===== src/rtl/quadrature_pid_position_servo_assert.svh =====
// ----------------------------------------------------------------------------
// quadrature pid position servo assertion macros
// checks written in the top level through these macros
// ----------------------------------------------------------------------------
`ifndef QUADRATURE_PID_POSITION_SERVO_ASSERT_SVH
`define QUADRATURE_PID_POSITION_SERVO_ASSERT_SVH

// property must hold at every clock edge out of reset
`define QPS_CHECK(lbl, prop, msg) \
    lbl: assert property (@(posedge i_clk) disable iff (!i_rst_n) prop) else $error(msg);

// expression must never be true out of reset
`define QPS_NEVER(lbl, expr, msg) \
    lbl: assert property (@(posedge i_clk) disable iff (!i_rst_n) !(expr)) else $error(msg);

`endif


===== src/rtl/qps_pkg.sv =====
// ----------------------------------------------------------------------------
// qps_pkg
// shared constants for the quadrature pid position servo
// ----------------------------------------------------------------------------
package qps_pkg;

    localparam int GEAR_RATIO = 216;
    localparam int PWM_MAX    = 255;
    localparam int DRIVE_MAX  = (PWM_MAX < 255) ? PWM_MAX : 255;

    localparam int CFG_IDX_W  = 3;
    localparam int CFG_DATA_W = 32;

    localparam logic [CFG_IDX_W-1:0] REG_GAIN_P = 3'd0;
    localparam logic [CFG_IDX_W-1:0] REG_GAIN_I = 3'd1;
    localparam logic [CFG_IDX_W-1:0] REG_GAIN_D = 3'd2;
    localparam logic [CFG_IDX_W-1:0] REG_TARGET = 3'd3;

    localparam logic REQ_EDGE = 1'b0;
    localparam logic REQ_TICK = 1'b1;

    localparam int MUL_STEPS = 32;
    localparam int DIV_STEPS = 48;

    localparam logic [47:0] ITAE_MAX = 48'hFFFF_FFFF_FFFF;

endpackage


===== src/rtl/qps_req_if.sv =====
// ----------------------------------------------------------------------------
// qps_req_if
// request word channel: encoder edge or control tick
// ----------------------------------------------------------------------------
interface qps_req_if;
    logic        valid;
    logic        ready;
    logic        req_type;
    logic        edge_channel;
    logic        level_a;
    logic        level_b;
    logic [15:0] tick_ms;

    modport source (output valid, req_type, edge_channel, level_a, level_b, tick_ms,
                    input ready);
    modport sink (input valid, req_type, edge_channel, level_a, level_b, tick_ms,
                  output ready);
endinterface


===== src/rtl/qps_res_if.sv =====
// ----------------------------------------------------------------------------
// qps_res_if
// result word channel: drive, position and score
// ----------------------------------------------------------------------------
interface qps_res_if;
    logic               valid;
    logic               ready;
    logic [7:0]         drive_level;
    logic               drive_reverse;
    logic signed [31:0] position_count;
    logic signed [31:0] position_error;
    logic [47:0]        itae_score;

    modport source (output valid, drive_level, drive_reverse, position_count,
                    position_error, itae_score, input ready);
    modport sink (input valid, drive_level, drive_reverse, position_count,
                  position_error, itae_score, output ready);
endinterface


===== src/rtl/quadrature_pid_position_servo.sv =====
// edge result: an encoder edge word's result is registered and shown in the cycle after acceptance
// tick result: a control tick's result follows two
//   48-step serial divides and six 32-step serial shift-add multiplies, with a state
//   hop after each
// throughput: one word at a time; the next is taken once the result slot is free
// reset: synchronous active low, clears count, pid state, score and registers
// ----------------------------------------------------------------------------
// quadrature_pid_position_servo
// x4 quadrature counter with a bit-serial pid position loop and itae score
// ----------------------------------------------------------------------------
`include "quadrature_pid_position_servo_assert.svh"

module quadrature_pid_position_servo (
    input  logic                             i_clk,
    input  logic                             i_rst_n,
    input  logic                             i_cfg_we,
    input  logic [qps_pkg::CFG_IDX_W-1:0]    i_cfg_idx,
    input  logic [qps_pkg::CFG_DATA_W-1:0]   i_cfg_data,
    qps_req_if.sink                          i_req,
    qps_res_if.source                        o_res
);

    localparam logic [3:0] ST_IDLE = 4'd0;
    localparam logic [3:0] ST_GDIV = 4'd1;
    localparam logic [3:0] ST_MINT = 4'd2;
    localparam logic [3:0] ST_MP   = 4'd3;
    localparam logic [3:0] ST_MI   = 4'd4;
    localparam logic [3:0] ST_MD   = 4'd5;
    localparam logic [3:0] ST_DDIV = 4'd6;
    localparam logic [3:0] ST_MA   = 4'd7;
    localparam logic [3:0] ST_MB   = 4'd8;

    logic [3:0]         r_state;
    logic               r_ov;
    logic [7:0]         r_lvl;
    logic               r_rev;

    logic signed [23:0] r_gp, r_gi, r_gd;
    logic signed [31:0] r_tgt;
    logic [31:0]        r_cnt;
    logic signed [31:0] r_prev;
    logic signed [47:0] r_int;
    logic [31:0]        r_rt;
    logic [47:0]        r_itae;

    logic [15:0]        r_dt;
    logic signed [31:0] r_e;
    logic signed [57:0] r_u;

    // serial multiplier
    logic [63:0]        r_mc;
    logic [31:0]        r_mp;
    logic [95:0]        r_acc;
    logic               r_msg;
    logic [4:0]         r_mcnt;
    logic               r_mbusy;

    // serial divider
    logic [47:0]        r_dvd;
    logic [15:0]        r_rem;
    logic [15:0]        r_dvs;
    logic               r_dsg;
    logic [5:0]         r_dcnt;
    logic               r_dbusy;

    logic               w_acc_in;
    logic               w_set_ov;
    logic               w_up;
    logic [64:0]        w_sum;
    logic [16:0]        w_rsh;
    logic               w_ge;
    logic [15:0]        n_rem;
    logic [16:0]        w_rsub;
    logic signed [48:0] w_q49;
    logic [49:0]        w_ediff;
    logic signed [31:0] n_e;
    logic signed [72:0] w_ps;
    logic signed [56:0] w_pfl;
    logic [49:0]        w_isum;
    logic signed [47:0] n_int;
    logic signed [32:0] w_de;
    logic [32:0]        w_de_abs;
    logic [31:0]        w_e_abs;
    logic [47:0]        w_int_abs;
    logic [23:0]        w_gp_abs, w_gi_abs, w_gd_abs;
    logic [56:0]        w_f_abs;
    logic signed [57:0] w_uf;
    logic signed [57:0] w_v;
    logic signed [41:0] w_m;
    logic [7:0]         n_lvl;
    logic [47:0]        w_add;
    logic [48:0]        w_isat;
    logic [32:0]        w_rt33;
    logic [15:0]        w_dt_div;
    logic               w_e_pos;

    assign w_acc_in    = i_req.valid && i_req.ready;
    assign i_req.ready = (r_state == ST_IDLE) && (!r_ov || o_res.ready);
    assign w_up        = i_req.edge_channel ? (i_req.level_a == i_req.level_b)
                                            : (i_req.level_a != i_req.level_b);
    assign w_set_ov    = (w_acc_in && (i_req.req_type == qps_pkg::REQ_EDGE))
                      || ((r_state == ST_MB) && !r_mbusy);

    assign o_res.valid          = r_ov;
    assign o_res.drive_level    = r_lvl;
    assign o_res.drive_reverse  = r_rev;
    assign o_res.position_count = r_cnt;
    assign o_res.position_error = r_prev;
    assign o_res.itae_score     = r_itae;

    // datapath steps
    always_comb begin
        w_sum  = {1'b0, r_acc[95:32]} + (r_mp[0] ? {1'b0, r_mc} : 65'd0);
        w_rsh  = {r_rem, r_dvd[47]};
        w_rsub = w_rsh - {1'b0, r_dvs};
        w_ge   = (w_rsh >= {1'b0, r_dvs});
        n_rem  = w_ge ? w_rsub[15:0] : w_rsh[15:0];

        w_q49   = r_dsg ? -$signed({1'b0, r_dvd}) : $signed({1'b0, r_dvd});
        w_ediff = {{18{r_tgt[31]}}, r_tgt} - {w_q49[48], w_q49};
        if ((w_ediff[49:31] == '0) || (&w_ediff[49:31])) begin
            n_e = w_ediff[31:0];
        end else begin
            n_e = w_ediff[49] ? 32'sh8000_0000 : 32'sh7FFF_FFFF;
        end

        w_ps  = r_msg ? -$signed({1'b0, r_acc[71:0]}) : $signed({1'b0, r_acc[71:0]});
        w_pfl = w_ps[72:16];

        w_isum = {{2{r_int[47]}}, r_int} + w_ps[49:0];
        if ((w_isum[49:47] == '0) || (&w_isum[49:47])) begin
            n_int = w_isum[47:0];
        end else begin
            n_int = w_isum[49] ? 48'sh8000_0000_0000 : 48'sh7FFF_FFFF_FFFF;
        end

        w_de      = {r_e[31], r_e} - {r_prev[31], r_prev};
        w_de_abs  = w_de[32] ? -w_de : w_de;
        w_e_abs   = r_e[31] ? -r_e : r_e;
        w_int_abs = r_int[47] ? -r_int : r_int;
        w_gp_abs  = r_gp[23] ? -r_gp : r_gp;
        w_gi_abs  = r_gi[23] ? -r_gi : r_gi;
        w_gd_abs  = r_gd[23] ? -r_gd : r_gd;
        w_f_abs   = w_pfl[56] ? -w_pfl : w_pfl;

        w_uf    = r_u + {{9{w_q49[48]}}, w_q49};
        w_e_pos = !r_e[31] && (|r_e);
        w_v     = w_e_pos ? w_uf : -w_uf;
        w_m     = w_v[57:16];
        if (w_m[41]) begin
            n_lvl = 8'd0;
        end else if (w_m[40:0] > 41'(qps_pkg::DRIVE_MAX)) begin
            n_lvl = 8'(qps_pkg::DRIVE_MAX);
        end else begin
            n_lvl = w_m[7:0];
        end

        w_add  = (|r_acc[95:48]) ? qps_pkg::ITAE_MAX : r_acc[47:0];
        w_isat = {1'b0, r_itae} + {1'b0, w_add};

        w_rt33   = {1'b0, r_rt} + {17'd0, i_req.tick_ms};
        w_dt_div = (r_dt == 16'd0) ? 16'd1 : r_dt;
    end

    always_ff @(posedge i_clk) begin
        if (!i_rst_n) begin
            r_state <= ST_IDLE;
            r_ov    <= 1'b0;
            r_mbusy <= 1'b0;
            r_dbusy <= 1'b0;
            r_gp    <= '0;
            r_gi    <= '0;
            r_gd    <= '0;
            r_tgt   <= '0;
            r_cnt   <= '0;
            r_prev  <= '0;
            r_int   <= '0;
            r_rt    <= '0;
            r_itae  <= '0;
        end else begin
            if (i_cfg_we) begin
                case (i_cfg_idx)
                    qps_pkg::REG_GAIN_P: r_gp  <= i_cfg_data[23:0];
                    qps_pkg::REG_GAIN_I: r_gi  <= i_cfg_data[23:0];
                    qps_pkg::REG_GAIN_D: r_gd  <= i_cfg_data[23:0];
                    qps_pkg::REG_TARGET: r_tgt <= i_cfg_data[31:0];
                    default: ;
                endcase
            end

            if (o_res.ready && !w_set_ov) begin
                r_ov <= 1'b0;
            end

            if (r_mbusy) begin
                r_acc  <= {w_sum, r_acc[31:1]};
                r_mp   <= {1'b0, r_mp[31:1]};
                r_mcnt <= r_mcnt + 5'd1;
                if (r_mcnt == 5'(qps_pkg::MUL_STEPS - 1)) begin
                    r_mbusy <= 1'b0;
                end
            end

            if (r_dbusy) begin
                r_rem  <= n_rem;
                r_dvd  <= {r_dvd[46:0], w_ge};
                r_dcnt <= r_dcnt + 6'd1;
                if (r_dcnt == 6'(qps_pkg::DIV_STEPS - 1)) begin
                    r_dbusy <= 1'b0;
                end
            end

            case (r_state)
                ST_IDLE: begin
                    if (w_acc_in) begin
                        if (i_req.req_type == qps_pkg::REQ_EDGE) begin
                            r_cnt <= w_up ? r_cnt + 32'd1 : r_cnt - 32'd1;
                            r_lvl <= 8'd0;
                            r_rev <= 1'b0;
                            r_ov  <= 1'b1;
                        end else begin
                            r_dt    <= i_req.tick_ms;
                            r_rt    <= w_rt33[32] ? 32'hFFFF_FFFF : w_rt33[31:0];
                            r_dvd   <= r_cnt[31] ? {-r_cnt, 16'd0} : {r_cnt, 16'd0};
                            r_dsg   <= r_cnt[31];
                            r_dvs   <= 16'(qps_pkg::GEAR_RATIO);
                            r_rem   <= '0;
                            r_dcnt  <= '0;
                            r_dbusy <= 1'b1;
                            r_state <= ST_GDIV;
                        end
                    end
                end
                ST_GDIV: begin
                    if (!r_dbusy) begin
                        r_e     <= n_e;
                        r_acc   <= '0;
                        r_mc    <= {32'd0, n_e[31] ? -n_e : n_e};
                        r_mp    <= {16'd0, r_dt};
                        r_msg   <= n_e[31];
                        r_mcnt  <= '0;
                        r_mbusy <= 1'b1;
                        r_state <= ST_MINT;
                    end
                end
                ST_MINT: begin
                    if (!r_mbusy) begin
                        r_int   <= n_int;
                        r_acc   <= '0;
                        r_mc    <= {32'd0, w_e_abs};
                        r_mp    <= {8'd0, w_gp_abs};
                        r_msg   <= r_e[31] ^ r_gp[23];
                        r_mcnt  <= '0;
                        r_mbusy <= 1'b1;
                        r_state <= ST_MP;
                    end
                end
                ST_MP: begin
                    if (!r_mbusy) begin
                        r_u     <= {w_pfl[56], w_pfl};
                        r_acc   <= '0;
                        r_mc    <= {16'd0, w_int_abs};
                        r_mp    <= {8'd0, w_gi_abs};
                        r_msg   <= r_int[47] ^ r_gi[23];
                        r_mcnt  <= '0;
                        r_mbusy <= 1'b1;
                        r_state <= ST_MI;
                    end
                end
                ST_MI: begin
                    if (!r_mbusy) begin
                        r_u     <= r_u + {w_pfl[56], w_pfl};
                        r_acc   <= '0;
                        r_mc    <= {31'd0, w_de_abs};
                        r_mp    <= {8'd0, w_gd_abs};
                        r_msg   <= w_de[32] ^ r_gd[23];
                        r_mcnt  <= '0;
                        r_mbusy <= 1'b1;
                        r_state <= ST_MD;
                    end
                end
                ST_MD: begin
                    if (!r_mbusy) begin
                        r_dvd   <= w_f_abs[47:0];
                        r_dsg   <= w_pfl[56];
                        r_dvs   <= w_dt_div;
                        r_rem   <= '0;
                        r_dcnt  <= '0;
                        r_dbusy <= 1'b1;
                        r_state <= ST_DDIV;
                    end
                end
                ST_DDIV: begin
                    if (!r_dbusy) begin
                        r_lvl   <= n_lvl;
                        r_rev   <= !w_e_pos;
                        r_acc   <= '0;
                        r_mc    <= {32'd0, w_e_abs};
                        r_mp    <= r_rt;
                        r_msg   <= 1'b0;
                        r_mcnt  <= '0;
                        r_mbusy <= 1'b1;
                        r_state <= ST_MA;
                    end
                end
                ST_MA: begin
                    if (!r_mbusy) begin
                        r_acc   <= '0;
                        r_mc    <= r_acc[63:0];
                        r_mp    <= {16'd0, r_dt};
                        r_mcnt  <= '0;
                        r_mbusy <= 1'b1;
                        r_state <= ST_MB;
                    end
                end
                ST_MB: begin
                    if (!r_mbusy) begin
                        r_itae  <= w_isat[48] ? qps_pkg::ITAE_MAX : w_isat[47:0];
                        r_prev  <= r_e;
                        r_ov    <= 1'b1;
                        r_state <= ST_IDLE;
                    end
                end
                default: begin
                    r_state <= ST_IDLE;
                end
            endcase
        end
    end

    `QPS_CHECK(a_tick_starts_div, (w_acc_in && i_req.req_type == qps_pkg::REQ_TICK) |=> (r_state == ST_GDIV), "tick word did not start the gear divide")
    `QPS_CHECK(a_edge_result, (w_acc_in && i_req.req_type == qps_pkg::REQ_EDGE) |=> (r_ov && r_lvl == 8'd0 && !r_rev), "edge word result missing or drive not zero")
    `QPS_NEVER(a_units_exclusive, r_mbusy && r_dbusy, "multiplier and divider busy together")

endmodule

===== src/flat_wrapper.sv =====
// flat-port wrapper written by rule: the top's interface ports become plain ports
module quadrature_pid_position_servo_flat 
  (i_clk, i_rst_n, i_cfg_we, i_cfg_idx, i_cfg_data, i_req_valid, i_req_req_type, i_req_edge_channel, i_req_level_a, i_req_level_b, i_req_tick_ms, i_req_ready, o_res_valid, o_res_drive_level, o_res_drive_reverse, o_res_position_count, o_res_position_error, o_res_itae_score, o_res_ready);
  qps_req_if i_req_i ();
  qps_res_if o_res_i ();
  input  logic i_clk;
  input  logic i_rst_n;
  input  logic i_cfg_we;
  input  logic [qps_pkg::CFG_IDX_W-1:0] i_cfg_idx;
  input  logic [qps_pkg::CFG_DATA_W-1:0] i_cfg_data;
  input wire logic [$bits(i_req_i.valid)-1:0] i_req_valid;
  input wire logic [$bits(i_req_i.req_type)-1:0] i_req_req_type;
  input wire logic [$bits(i_req_i.edge_channel)-1:0] i_req_edge_channel;
  input wire logic [$bits(i_req_i.level_a)-1:0] i_req_level_a;
  input wire logic [$bits(i_req_i.level_b)-1:0] i_req_level_b;
  input wire logic [$bits(i_req_i.tick_ms)-1:0] i_req_tick_ms;
  output wire logic [$bits(i_req_i.ready)-1:0] i_req_ready;
  output wire logic [$bits(o_res_i.valid)-1:0] o_res_valid;
  output wire logic [$bits(o_res_i.drive_level)-1:0] o_res_drive_level;
  output wire logic [$bits(o_res_i.drive_reverse)-1:0] o_res_drive_reverse;
  output wire logic [$bits(o_res_i.position_count)-1:0] o_res_position_count;
  output wire logic [$bits(o_res_i.position_error)-1:0] o_res_position_error;
  output wire logic [$bits(o_res_i.itae_score)-1:0] o_res_itae_score;
  input wire logic [$bits(o_res_i.ready)-1:0] o_res_ready;
  assign i_req_i.valid = i_req_valid;
  assign i_req_i.req_type = i_req_req_type;
  assign i_req_i.edge_channel = i_req_edge_channel;
  assign i_req_i.level_a = i_req_level_a;
  assign i_req_i.level_b = i_req_level_b;
  assign i_req_i.tick_ms = i_req_tick_ms;
  assign i_req_ready = i_req_i.ready;
  assign o_res_valid = o_res_i.valid;
  assign o_res_drive_level = o_res_i.drive_level;
  assign o_res_drive_reverse = o_res_i.drive_reverse;
  assign o_res_position_count = o_res_i.position_count;
  assign o_res_position_error = o_res_i.position_error;
  assign o_res_itae_score = o_res_i.itae_score;
  assign o_res_i.ready = o_res_ready;
  quadrature_pid_position_servo u_core (.i_clk(i_clk), .i_rst_n(i_rst_n), .i_cfg_we(i_cfg_we), .i_cfg_idx(i_cfg_idx), .i_cfg_data(i_cfg_data), .i_req(i_req_i), .o_res(o_res_i));
endmodule

===== config.mk =====
export PLATFORM = sky130hd
export DESIGN_NAME = quadrature_pid_position_servo_flat
export DESIGN_NICKNAME = d
export VERILOG_FILES = /design/src/rtl/qps_pkg.sv /design/src/rtl/qps_req_if.sv /design/src/rtl/qps_res_if.sv /design/src/rtl/quadrature_pid_position_servo.sv /design/src/flat_wrapper.sv
export VERILOG_INCLUDE_DIRS = /design/src /design/src/rtl
export SDC_FILE = /design/constraint.sdc
export NUM_CORES = 2
export LEC_CHECK = 0
export ABC_AREA = 0
export ABC_CLOCK_PERIOD_IN_PS = 9500
export BUFFER_PORTS_ARGS = -buffer_cell sky130_fd_sc_hd__buf_2
export CAP_MARGIN = 20
export CORE_ASPECT_RATIO = 1.4
export CORE_UTILIZATION = 61
export CTS_CLUSTER_DIAMETER = 60
export CTS_CLUSTER_SIZE = 25
export DETAILED_ROUTE_END_ITERATION = 8
export PLACE_DENSITY = 0.86
export SETUP_SLACK_MARGIN = 0.05
export SLEW_MARGIN = 20
export SYNTH_ARGS = -nofsm -noshare
export SYNTH_HDL_FRONTEND = slang
export SYNTH_SLANG_ARGS = --single-unit

===== constraint.sdc =====
create_clock -name i_clk -period 9.5 [get_ports i_clk]
set_input_delay 1.9 -clock i_clk [delete_from_list [all_inputs] [get_ports i_clk]]
set_output_delay 1.9 -clock i_clk [all_outputs]
set_load 0.005 [all_outputs]

==> qor.yml <==
run_status:
  status: "finished clean"
synth:
  syn-num-nets: 8182
  yosysWarnings: 0
  syn_inst: 7675
  synthesis.area_sq_um: 62500
  synthArstFlopShare_pct: 0
  synth.avg_cell_area_sq_um: 8.14
  synth_edf_count: 400
  seq_area_frac_synth_pct: 28.9
  yosysUniqueCellTypes: 122
  synth_ff_type: "edfxtp_1"
  synth-seq-cells: 703
detailed_routing:
  wl_met3_um: 18800
  vias: 61171
  ant_nets: 0
  drt_iter0_drc: 6381
  top_layer_used: "met5"
  drc_errors: 0
  route.met2.wl_um: 104000
  dr.pass1.iters: 9
  drt_wl_total_um: 224000
  wl_per_cell_um: 24.8
  wl_met1_um: 77900
  avgViaCountPerCell: 6.78
worst_setup_path:
  rr_worst_depth: 30
  crit_path_start_kind: "flip-flop"
  arrival_ns: 9.40
  startpoint: "u_core.r_dvd[3]"
  cp-end-kind: "flip-flop"
  crit_end: "u_core.o_res.drive_level[0]"
  required_ns: 9.91
  cp_max_fo: 8
  crit_slowest_cell: "or4_4"
  critPathTopFamily: "simple AND/OR/NAND/NOR gates"
  worstPathBufferInverterCount: 3
  cpPeakStageDelay_ns: 0.58
  r2r-start: "u_core.r_dvd[3]"
  path_depth: 30
  setup.worst_path.class: "flip-flop to flip-flop"
  r2r_end: "u_core.o_res.drive_level[0]"
  timing.reg2reg.setup_slack_ns: 0.51
grt:
  antenna_found_initial: 9
  grt_max_degree: 160
  grtUsageTotal_pct: 41.6
  first_global_vias: 58100
  globalRouteOverflowTotal: 0
  grt_first_pass_wirelength_um: 336000
timing:
  max_freq_ghz: 0.111
  drv_slew: 0
  rsz0062_at_grt: "no"
  slew_headroom_pct: 21.8
  final_hold_viol_count: 0
  min_period_over_period_pct: 94.6
  fin_skew_ns: 0.0491
  fin_crit_ns: 8.99
  worstMarginPinSlew_ns: 1.17
  tns_ns: 0
  setup_viol: 0
place:
  dp_hpwl_um: 171000
  placed_cells: 8917
  portBuffers: 182
  gp_congestion: 1.14
clocking:
  insertion_delay_ns: 0.72
  cts.sinks: 703
  clockBufferDepth: 3
  cts_buffers: 56
  clk_pin_slew_ns: 0.09
  cts-root-buf: "clkbuf_16"
  htreeDepth: 2
  cts_hold_buf: 0
  cts_tree: "yes"
finish:
  area_growth_pct: 6.84
  final_cells: 9027
  layout-drive-gt1-share_pct: 7.10
  fin_nets: 8153
floorplan:
  dieArea_sq_um: 104000
  rows: 138
  start_util_pct: 61.6
  ios: 183
  core_area_sq_um: 101000
  die_w_um: 272
  die_height_um: 381
hold_path:
  min_path_type: "flip-flop to flip-flop"
job:
  max_cap_violations: 0
power:
  p_leak_nw: 26.7
  power_density_nw_per_um2: 316
  peakVddDrop_v: 0.000267
-- Yosys cell counts, types with 57 or more instances --
library cell | instances | area [sq um]
a21o_1 | 201 | 1510
dfxtp_1 | 303 | 6070
ha_1 | 437 | 5470
a211oi_1 | 72 | 541
a21oi_1 | 788 | 3940
o21ai_0 | 522 | 2610
or3_1 | 87 | 544
a221o_1 | 61 | 611
nor3_1 | 179 | 896
xor2_1 | 297 | 2600
nor2b_1 | 66 | 413
nand3_1 | 144 | 721
nand4_1 | 74 | 463
inv_1 | 307 | 1150
nand2b_1 | 151 | 945
edfxtp_1 | 400 | 12000
clkbuf_1 | 328 | 1230
o31ai_1 | 100 | 751
nand2_1 | 800 | 3000
xnor2_1 | 446 | 3910
nor4_1 | 65 | 407
o22ai_1 | 57 | 357
nor2_1 | 537 | 2020
and2_1 | 136 | 851
o21a_1 | 62 | 465
and3_1 | 70 | 438
mux2i_1 | 174 | 1740
a31oi_1 | 83 | 519
o21bai_1 | 63 | 473
-- where the power goes --
group | leakage [nW] | switching, W | internal [W]
sequential | 6.29 | 0.00114 | 0.00424
combinational | 19.4 | 0.00802 | 0.00488
clock | 1.05 | 0.00151 | 0.00128
total | 26.7 | 0.0107 | 0.0104
-- area by class of cell --
| class | instances | area (sq um) |
|---|---|---|
| multi-input cells | 6294 | 41900 |
| fillers | 8540 | 34600 |
| flip-flops and latches | 703 | 18100 |
| repair buffers | 284 | 1720 |
| well taps | 1330 | 1660 |
| clock buffers | 58 | 1430 |
| inverters | 307 | 1160 |
| clock inverters | 48 | 738 |
| diodes | 3 | 7.51 |
-- metrics by stage --
| step | hold WS [ns] | instance area (sq um) | setup slack [ns] | total power, W | util [%] |
|---|---|---|---|---|---|
| finish | 0.459 | 66700 | 0.510 | 0.0211 | 65.8 |
| global route | 0.474 | 66700 | 0.0539 | 0.0223 | 65.8 |
| CTS | 0.459 | 66700 | 0.518 | 0.0207 | 65.8 |
| detailed placement | 0.449 | 64500 | 0.567 | 0.0179 | 63.7 |
| global placement | 0.446 | 64500 | 0.702 | 0.0176 | 63.6 |
| floorplan | 0.436 | 62500 | 1.12 | 0.0142 | - |
-- cells by family after synthesis --
family,synth area share (%)
muxes,2.91
DFF,28.9
buffers and inverters,4.17
and+or+nand+nor,19.6
adders and majority gates,9.07
xor gates and xnor gates,10.5
AOI/OAI and AO/OA,24.8
-- how the worst min path moves through the flow --
stage          depth (start not counted)            start         endpoint
2_1_floorplan                          2   u_core.r_gi[0]   u_core.r_gi[0]
3_3_place_gp                           2  u_core.r_tgt[0]  u_core.r_tgt[0]
3_5_place_dp                           2   u_core.r_gi[0]   u_core.r_gi[0]
4_1_cts                                2  u_core.r_tgt[0]  u_core.r_tgt[0]
5_1_grt                                2  u_core.r_tgt[0]  u_core.r_tgt[0]
6_report                               2  u_core.r_tgt[0]  u_core.r_tgt[0]
-- worst register-to-register path, delay by kind of cell, from the launching register on --
kind | cells | cell delay, ns
adders and majority gates | 1 | 0.34
and+or+nand+nor | 13 | 4.29
DFF | 1 | 0.49
buffers and inverters | 3 | 0.47
xor gates and xnor gates | 2 | 0.57
AOI/OAI and AO/OA | 11 | 2.55
-- metal layers --
metal	global-route usage (%)	vias up
met1	45.2	28940
li1	-	28165
met2	69.6	3065
met5	0	-
met4	34.9	6
met3	7.92	995
-- placed cells by master, fill, tap and decap left out, types with 61 or more instances in the layout --
master	instances
nand3_1	144
o31ai_1	100
nand4_1	74
and2_1	135
buf_2	181
nand2b_1	151
a211oi_1	72
mux2i_1	174
a21oi_1	786
and3_1	68
nor3_1	173
o21bai_1	63
xnor2_1	445
ha_1	437
or3_1	86
nand2_1	798
nor4_1	64
inv_1	306
a31oi_1	83
a21o_1	201
xor2_1	297
a221o_1	61
nor2_1	530
o21ai_0	521
o21a_1	62
dfxtp_1	301
edfxtp_1	400
nor2b_1	66
buf_4	99
-- sequential cells by signal (all words and copies together), names as in the netlist, 48 cells and up --
register                 count
u_core.r_dvd                48
u_core.o_res.itae_score     48
u_core.r_u                  58
u_core.r_mc                 64
u_core.r_int                48
u_core.r_acc                96
-- what timing repair did --
| action | in CTS | in global routing |
|---|---|---|
| gates resized for setup | 0 | 2 |
| endpoints found under the setup margin | 0 | 49 |
| setup buffers | 0 | 1 |
(Power assumes the default switching activity.)
